[config.mk]
export PLATFORM = sky130hd
export DESIGN_NAME = serial_event_byte_demux
export DESIGN_NICKNAME = d
export VERILOG_FILES = /design/src/hw/rtl/sebd_pkg.sv /design/src/hw/rtl/serial_event_byte_demux.sv /design/src/hw/rtl/sebd_core.sv
export SDC_FILE = /design/constraint.sdc
export NUM_CORES = 1
export LEC_CHECK = 0
export ABC_AREA = 1
export BUFFER_PORTS_ARGS = -buffer_cell sky130_fd_sc_hd__buf_2
export CORE_MARGIN = 10
export CORE_UTILIZATION = 54
export DETAILED_ROUTE_END_ITERATION = 16
export PLACE_DENSITY = 0.83
export REMOVE_ABC_BUFFERS = 1
export SETUP_SLACK_MARGIN = 0.5
export SLEW_MARGIN = 30
export SYNTH_ARGS = -nofsm -noshare
export SYNTH_HDL_FRONTEND = slang
export SYNTH_SLANG_ARGS = --single-unit
[constraint.sdc]
create_clock -name clk -period 3.62 [get_ports clk]
set_input_delay 0.543 -clock clk [delete_from_list [all_inputs] [get_ports clk]]
set_output_delay 0.543 -clock clk [all_outputs]
set_load 0.1 [all_outputs]
[src/hw/rtl/sebd_pkg.sv]
// ----------------------------------------------------------------------------
// sebd_pkg
// Types, codes and marker letters shared by the serial event byte demux.
// ----------------------------------------------------------------------------
package sebd_pkg;

	localparam int COUNT_WIDTH_DEFAULT = 32;
	localparam int NUMBER_W            = 32;
	localparam int BYTE_W              = 8;

	// marker letters, reset symbols and ETX
	localparam logic [7:0] CH_J   = 8'h4A;
	localparam logic [7:0] CH_M   = 8'h4D;
	localparam logic [7:0] CH_N   = 8'h4E;
	localparam logic [7:0] CH_O   = 8'h4F;
	localparam logic [7:0] CH_P   = 8'h50;
	localparam logic [7:0] CH_R   = 8'h52;
	localparam logic [7:0] CH_S   = 8'h53;
	localparam logic [7:0] CH_T   = 8'h54;
	localparam logic [7:0] CH_U   = 8'h55;
	localparam logic [7:0] CH_V   = 8'h56;
	localparam logic [7:0] CH_W   = 8'h57;
	localparam logic [7:0] CH_X   = 8'h58;
	localparam logic [7:0] CH_Y   = 8'h59;
	localparam logic [7:0] CH_Z   = 8'h5A;
	localparam logic [7:0] CH_ETX = 8'h03;

	typedef enum logic [2:0] {
		EV_NONE  = 3'd0,
		EV_SCAN  = 3'd1,
		EV_TRIG  = 3'd2,
		EV_STOP  = 3'd3,
		EV_WRONG = 3'd4,
		EV_END1  = 3'd5,
		EV_END2  = 3'd6
	} event_kind_t;

	typedef enum logic [2:0] {
		RT_MARK  = 3'd0,
		RT_CAP1  = 3'd1,
		RT_CAP2  = 3'd2,
		RT_REPLY = 3'd3,
		RT_DROP  = 3'd4
	} route_t;

	typedef struct packed {
		logic [BYTE_W-1:0] rx_byte;
		logic              reply_window;
	} sebd_item_t;

	typedef struct packed {
		event_kind_t         event_kind;
		route_t              route;
		logic [BYTE_W-1:0]   out_byte;
		logic [NUMBER_W-1:0] scan_point_number;
		logic [NUMBER_W-1:0] ext_trigger_number;
		logic                frame_end;
	} sebd_result_t;

endpackage

[src/hw/rtl/serial_event_byte_demux.sv]
// ----------------------------------------------------------------------------
// serial_event_byte_demux
// Splits a received serial byte stream into marker events, two capture
// windows and a reply channel, one result per byte.
//
//   channel | dir | tdata                                   | tuser            | tlast
//   s_      | in  | rx_byte[7:0]                            | reply_window[0]  | -
//   m_      | out | out_byte, scan_point_number, ext_trig.. | event_kind,route | frame_end
//
// one byte per cycle sustained while m_tready does not stall; path (input register, then
// decode into the result register)
// the result register reloads in the cycle it is taken; with both registers
// full a stall on m_tready holds s_tready low in the same cycle
// arst_n resets the symbol history and clears both valid bits, window flags and counters
// ----------------------------------------------------------------------------
module serial_event_byte_demux import sebd_pkg::*; #(
	parameter int COUNT_WIDTH = COUNT_WIDTH_DEFAULT
) (
	input  logic        clk,
	input  logic        arst_n,
	input  logic        s_tvalid,
	output logic        s_tready,
	input  logic [7:0]  s_tdata,   // [7:0] rx_byte
	input  logic [0:0]  s_tuser,   // [0] reply_window
	output logic        m_tvalid,
	input  logic        m_tready,
	output logic [71:0] m_tdata,   // [7:0] out_byte, [39:8] scan_point_number,
	                               // [71:40] ext_trigger_number
	output logic [5:0]  m_tuser,   // [2:0] event_kind, [5:3] route
	output logic        m_tlast    // frame_end
);

	logic         in_valid_q;
	sebd_item_t   item_s1;
	logic         out_valid_q;
	sebd_result_t result_s2;
	sebd_result_t result;
	logic         out_free;
	logic         advance;

	assign out_free = !out_valid_q || m_tready;
	assign advance  = in_valid_q && out_free;
	assign s_tready = !in_valid_q || out_free;

	always_ff @(posedge clk or negedge arst_n) begin
		if (!arst_n) begin
			in_valid_q  <= 1'b0;
			out_valid_q <= 1'b0;
		end else begin
			if (s_tready)
				in_valid_q <= s_tvalid;
			if (out_free)
				out_valid_q <= in_valid_q;
		end
	end

	always_ff @(posedge clk) begin
		if (s_tvalid && s_tready) begin
			item_s1.rx_byte      <= s_tdata;
			item_s1.reply_window <= s_tuser[0];
		end
		if (advance)
			result_s2 <= result;
	end

	sebd_core #(
		.COUNT_WIDTH(COUNT_WIDTH)
	) u_core (
		.clk    (clk),
		.arst_n (arst_n),
		.step   (advance),
		.item   (item_s1),
		.result (result)
	);

	assign m_tvalid = out_valid_q;
	assign m_tdata  = {result_s2.ext_trigger_number, result_s2.scan_point_number,
	                   result_s2.out_byte};
	assign m_tuser  = {result_s2.route, result_s2.event_kind};
	assign m_tlast  = result_s2.frame_end;

endmodule

[src/hw/rtl/sebd_core.sv]
// ----------------------------------------------------------------------------
// sebd_core
// Marker decode, symbol history, capture window flags and event counters.
// Result is combinational from the item and the state; state updates when step is high.
// ----------------------------------------------------------------------------
module sebd_core import sebd_pkg::*; #(
	parameter int COUNT_WIDTH = COUNT_WIDTH_DEFAULT
) (
	input  logic         clk,
	input  logic         arst_n,
	input  logic         step,
	input  sebd_item_t   item,
	output sebd_result_t result
);

	logic [7:0]             last_scan_q, last_trig_q, last_stop_q, last_wrong_q;
	logic                   cap1_open_q, cap2_open_q;
	logic [COUNT_WIDTH-1:0] scan_count_q, trig_count_q;

	logic [7:0]             last_scan_d, last_trig_d, last_stop_d, last_wrong_d;
	logic                   cap1_open_d, cap2_open_d;
	logic [COUNT_WIDTH-1:0] scan_count_d, trig_count_d;
	logic                   marker;
	event_kind_t            ev;
	route_t                 rt;
	logic [7:0]             c;

	assign c = item.rx_byte;

	always_comb begin
		last_scan_d  = last_scan_q;
		last_trig_d  = last_trig_q;
		last_stop_d  = last_stop_q;
		last_wrong_d = last_wrong_q;
		cap1_open_d  = cap1_open_q;
		cap2_open_d  = cap2_open_q;
		scan_count_d = scan_count_q;
		trig_count_d = trig_count_q;
		marker       = 1'b0;
		ev           = EV_NONE;
		priority if (c == CH_W || c == CH_X) begin
			cap1_open_d = 1'b1;
			if (c < last_scan_q) begin
				scan_count_d = scan_count_q + COUNT_WIDTH'(1);
				ev           = EV_SCAN;
			end
			last_scan_d = c;
			marker      = 1'b1;
		end else if (c == CH_S || c == CH_T) begin
			cap2_open_d = 1'b1;
			if (c < last_trig_q) begin
				trig_count_d = trig_count_q + COUNT_WIDTH'(1);
				ev           = EV_TRIG;
			end
			last_trig_d = c;
			marker      = 1'b1;
		end else if (c >= CH_J && c <= CH_M) begin
			if (c < last_stop_q)
				ev = EV_STOP;
			last_stop_d = c;
			marker      = 1'b1;
		end else if (c == CH_N || c == CH_O || c == CH_P || c == CH_R) begin
			if (c < last_wrong_q)
				ev = EV_WRONG;
			last_wrong_d = c;
			marker       = 1'b1;
		end else if (c == CH_Y || c == CH_Z) begin
			cap1_open_d = 1'b0;
			last_scan_d = c;
			ev          = EV_END1;
		end else if (c == CH_U || c == CH_V) begin
			cap2_open_d = 1'b0;
			last_trig_d = c;
			ev          = EV_END2;
		end else begin
			// any other byte only goes on to routing
			marker = 1'b0;
		end
	end

	// routing sees the window flags after this byte
	always_comb begin
		priority if (marker)
			rt = RT_MARK;
		else if (cap1_open_d)
			rt = RT_CAP1;
		else if (cap2_open_d)
			rt = RT_CAP2;
		else if (item.reply_window)
			rt = RT_REPLY;
		else
			rt = RT_DROP;
	end

	always_comb begin
		result.event_kind         = ev;
		result.route              = rt;
		result.out_byte           = c;
		result.scan_point_number  = NUMBER_W'(scan_count_d);
		result.ext_trigger_number = NUMBER_W'(trig_count_d);
		result.frame_end          = (rt == RT_REPLY) && (c == CH_ETX);
	end

	always_ff @(posedge clk or negedge arst_n) begin
		if (!arst_n) begin
			last_scan_q  <= CH_Z;
			last_trig_q  <= CH_V;
			last_stop_q  <= CH_M;
			last_wrong_q <= CH_R;
			cap1_open_q  <= 1'b0;
			cap2_open_q  <= 1'b0;
			scan_count_q <= '0;
			trig_count_q <= '0;
		end else if (step) begin
			last_scan_q  <= last_scan_d;
			last_trig_q  <= last_trig_d;
			last_stop_q  <= last_stop_d;
			last_wrong_q <= last_wrong_d;
			cap1_open_q  <= cap1_open_d;
			cap2_open_q  <= cap2_open_d;
			scan_count_q <= scan_count_d;
			trig_count_q <= trig_count_d;
		end
	end

`ifndef SYNTHESIS
	a_scan_count_inc: assert property (@(posedge clk) disable iff (!arst_n)
		step && result.event_kind == EV_SCAN |=>
			scan_count_q == $past(scan_count_q) + COUNT_WIDTH'(1))
		else $error("scan point count did not advance on a scan event");

	a_counts_hold: assert property (@(posedge clk) disable iff (!arst_n)
		!step |=> $stable(scan_count_q) && $stable(trig_count_q))
		else $error("event counters moved without a transaction");

	a_open_one: assert property (@(posedge clk) disable iff (!arst_n)
		step && (item.rx_byte == CH_W || item.rx_byte == CH_X) |=> cap1_open_q)
		else $error("capture one window not opened by scan marker");

	a_frame_end_route: assert property (@(posedge clk) disable iff (!arst_n)
		result.frame_end |-> result.route == RT_REPLY && item.reply_window)
		else $error("frame end flagged outside the reply route");

	a_close_not_marker: assert property (@(posedge clk) disable iff (!arst_n)
		result.event_kind == EV_END1 |-> result.route != RT_MARK && result.route != RT_CAP1)
		else $error("closing byte of capture one routed as marker or into capture one");
`endif

endmodule

; After elaboration in Yosys (flattened, before gate mapping)
; Cells that the tools add are included.
[classes]
reduce_logical = 21
n_eq_ne = 20
n_addsub = 2
order_cmp = 6
n_bitwise = 3
muxes = 44
[op_table]
columns = op, n
row1 = $mux W32, 5
row2 = $eq A8 B7 Y1 const B, 12
row3 = $mux W8, 10
row4 = $add A32 B1 Y32 const B, 2
row5 = $mux W3, 11
row6 = $lt A8 B8 Y1, 4
row7 = $mux W1, 16
row8 = $ne A2 B1 Y1 const B, 6
row9 = $reduce_and A5 Y1, 2
row10 = $logic_or A1 B1 Y1, 9
row11 = $eq A8 B2 Y1 const B, 1
row12 = $ge A8 B7 Y1 const B, 1
row13 = $le A8 B7 Y1 const B, 1
row14 = $reduce_and A6 Y1, 1
row15 = $logic_and A1 B1 Y1, 4
row16 = $mux W2, 2
row17 = $reduce_and A4 Y1, 1
row18 = $reduce_bool A2 Y1, 2
row19 = $eq A3 B2 Y1 const B, 1
row20 = $not A1 Y1, 3
row21 = $logic_not A1 Y1, 2
[totals]
input_bits = 13
output_inout_bits = 81
register_bits = 188

; Depth between registers and ports, before layout
[logic_depth]
word_depth = 13
ltp_mapped = 15
mapped_depth_nobuf = 14

; Modules after synthesis
; Synthesis repeated with hierarchy kept, for this count alone.
[hier_totals]
cells_unflattened = 1179
area_unflattened_um2 = 9740.6
[modules_own_cells]
columns = module, instances, cells_each, area_per_inst_um2
row1 = sebd_core, 1, 1079, 7003.0
row2 = serial_event_byte_demux, 1, 100, 2737.6

; Least setup slack after synthesis
; Ideal clock, no wire load.
[synth_timing]
path_kind = reg2reg
from = reg out_valid_q, in the netlist m_tvalid
to = reg result_s2 (netlist bit m_tdata[0]) (enable)
arrival_ps = 3584
n_path_buf = 1
setup_ps = 474
synth_period_minus_slack_ps = 4058
setup_slack_ps = -438
t_required_ps = 3146
stages_incl_launch_ff = 5
path_cell_list = dfrtp_1 -> nand2_1 -> nand2_1 -> inv_2 -> clkbuf_1
[synth_between]
elab_chain_len = 3
[synth_lines]
columns = element, line
row1 = from (decl), serial_event_byte_demux.sv:35  ; logic out_valid_q;
row2 = from (signal assigned), serial_event_byte_demux.sv:53  ; out_valid_q <= in_valid_q;
row3 = $logic_not A1 Y1, serial_event_byte_demux.sv:41  ; assign out_free = !out_valid_q || m_tready;
row4 = $logic_or A1 B1 Y1, serial_event_byte_demux.sv:41
row5 = $logic_and A1 B1 Y1, serial_event_byte_demux.sv:42  ; assign advance = in_valid_q && out_free;
row6 = via advance, serial_event_byte_demux.sv:39  ; logic advance;
row7 = to (signal assigned), serial_event_byte_demux.sv:63  ; result_s2 <= result;
row8 = to (decl), serial_event_byte_demux.sv:36  ; sebd_result_t result_s2;
; The timed path passes the listed nets, and every way through them passes these cells.
; A chain may end at the register's enable or synchronous reset.

==> metrics.txt <==
Clock Sinks=roughly 190; Initial Util=between 50 and 60%; antenna cells=0; layout cells sized above 1=about an eighth; status=finished clean; initial antenna violation count=0; Reg area=slightly above 0.005 mm²; final wirelength=22900 µm; Worst Path Required=3820 ps; Hold Buf Count CTS=0; all-layer global routing usage=about 19%; DRC=0; CTS buffer count=17; global route overflow=0; max-cap violations=0; worst-path fanout max=16; synthesis-to-finish area growth=12.9%; largest net degree at the start of global routing=80; via/cell ratio=around 5.3; fin nets=approximately 1400; Final Setup Violations=0; min Tclk post-route=~2700 ps; FMAX=between 0.3 and 0.4 GHz; top-level I/O count=94; via count=between 8000 and 9000; Synth Cell Area=slightly below 0.01 mm²; htree depth=4; fin crit share=74.3%; Die X=155 µm; CP Launch Type=register; post-synthesis sequential area ratio=between 50 and 60%; Routed Antenna Nets=0; first-pass GRT wire length=around 38000 µm; PD cells=a little under 600 mW/mm²; Max Buffers Root-to-Sink=2; # resized after CTS=0; Setup CP Type=register to register; Clock Latency Late Sink=450 ps; number of global-route vias before repair=approximately 8000; clk_skew=10.9 ps; Max-slew headroom=approximately 50%; Worst Hold Class=input port to async pin; Syn Area/Cell=7.99 µm²; Port Buf Inserts=93; core area=0.0180 mm²; post-CTS setup buffer count=0; post-synth cell types=37; drt initial violations=about 710; CTS tree=done; max-slew violations=0; Pleak=between 0.005 and 0.006 µW; # rows=about 50; Worst EP arrival=around 2900 ps; clock transition at the registers of the reported paths=around 70 ps; final hold vios=0; Routability Congestion=0.893; Tightest Pin Transition=~760 ps; 1st-pass router iterations=7; setup TNS=0 ps; HPWL after DPL=16300 µm; die height=around 160 µm; Multi-input gate area=about 0.0041 mm²; fill cell count=1508; DIE AREA=between 0.02 and 0.025 mm²; RSZ-0062 raised after global routing=no; Ys Warns=0; Max IR drop VDD=~0.0007 V; CTS Root Cell=clkbuf_16; #FFs+latches synth=around 190; routed length per instance=about 15 µm; Gate Count Post-Synth=about 1200; R2R depth=8; Critical Path End Type=register; Fin Hold WS=124 ps
placed cells by master, fill, tap and decap left out, types with 17 or more instances in the layout:
cell       instances
ha_1              30
and2_1            17
buf_2             92
edfxtp_1          88
nand3_1           71
dfrtp_1           85
nand2_1          496
inv_1            133
nor2_1           132
o21ai_0           42
a21oi_1           20
clkbuf_16         17
stage by stage:
| step | total power (µW) | std cells | worst slack (ps) | area, µm² | util, % |
|---|---|---|---|---|---|
| global route | 6880 | 1575 | 728 | 11200 | 62.1 |
| floorplan | 4340 | 1214 | -693 | 9740 | - |
| CTS | 6610 | 1575 | 985 | 11200 | 62.1 |
| global placement | 4690 | 1543 | 1090 | 10600 | 58.8 |
| finish | 6580 | 1575 | 931 | 11200 | 62.1 |
| detailed placement | 4760 | 1543 | 988 | 10600 | 58.9 |
per-layer routing:
| metal | routed length [µm] | GRT usage, % | up-vias |
|---|---|---|---|
| met5 | 0 | 0 | - |
| met4 | 334 | 6.11 | 0 |
| met3 | 1520 | 4.44 | 24 |
| met2 | 10900 | 31.1 | 270 |
| met1 | 10200 | 25.0 | 3870 |
| li1 | - | - | 4125 |
worst paths after layout:
| kind | start | end | slack, ps |
|---|---|---|---|
| worst min register to register | u_core.last_trig_q[4] | u_core.last_trig_q[4] | 470 |
| worst max register to register | item_s1[8] | m_tdata[57] | 930 |
| max in group asynchronous | arst_n | u_core.trig_count_q[19] | 2760 |
| worst max-delay path | item_s1[8] | m_tdata[57] | 930 |
| worst min-delay path | arst_n | u_core.scan_count_q[8] | 120 |
| min in group clk | s_tdata[0] | item_s1[1] | 270 |
registers in the layout, summed over array words and instances (netlist names):
name and cells:
m_tlast 1, m_tdata 72, m_tuser 6, m_tvalid 1, u_core.cap1_open_q 1, u_core.last_trig_q 8
item_s1 9, u_core.trig_count_q 32, u_core.last_wrong_q 8, u_core.cap2_open_q 1, u_core.last_scan_q 8, u_core.scan_count_q 32
in_valid_q 1, u_core.last_stop_q 8
cell usage after synthesis:
cell type,number,share of area (%)
nand2_1,497,19
inv_1,133,5.1
nor2_1,132,5.0
edfxtp_1,88,27
dfrtp_1,85,22
nand3_1,71,3.6
o21ai_0,42,2.1
ha_1,30,3.8
a21oi_1,20,1.0
and2_1,17,1.1
dfstp_2,15,4.0
o21ai_1,14,0.71
nand3b_1,13,0.99
nand4_1,12,0.76
clkbuf_1,9,0.34
nor3_1,9,0.46
nand2_2,8,0.51
xor2_1,6,0.53
buf_6,5,0.57
buf_2,3,0.15
inv_2,3,0.11
nor2_2,3,0.19
o21a_1,3,0.23
o21bai_1,3,0.23
buf_1,2,0.076
buf_4,2,0.15
a21o_1,1,0.076
a21oi_2,1,0.089
a21oi_4,1,0.16
dlygate4sd1_1,1,0.089
inv_4,1,0.063
nand2_4,1,0.11
nand3_4,1,0.18
nor3_4,1,0.16
nor4_1,1,0.063
o2111ai_1,1,0.089
xnor2_1,1,0.089
cells by family (layout without fill, tap and decap cells):
family,Yosys count,in the layout,synth area share (%)
AO/OA/AOI/OAI,86,86,4.72
AND/OR/NAND/NOR,766,766,32.0
buffers and inverters,159,269,6.61
flip-flops,188,188,52.3
adder cells (fa/ha/maj),30,30,3.80
XOR/XNOR,7,7,0.621
power by group:
| group | internal (µW) | switching, µW | total (µW) |
|---|---|---|---|
| clock network | 1030 | 836 | 1870 |
| logic | 347 | 1570 | 1910 |
| registers | 2620 | 186 | 2800 |
| total | 4000 | 2590 | 6580 |
layout make-up:
| class | instances | share of cell area [%] |
|---|---|---|
| well taps | 229 | 2.57 |
| inverters | 137 | 4.68 |
| clock buffers | 18 | 3.94 |
| clock inverters | 14 | 1.27 |
| repair buffers | 100 | 4.81 |
| flip-flops and latches | 188 | 46.3 |
| multi-input cells | 889 | 36.5 |
critical path, cell delays in order (launching register included):
cell and delay, ps:
edfxtp_1 570, ha_1 380, a21oi_1 180, o21ai_0 150, inv_1 100, nand2_1 340, nor2_1 400, nand3_1 150
and2_1 180
Note: power is estimated with default switching activity, not from simulation.
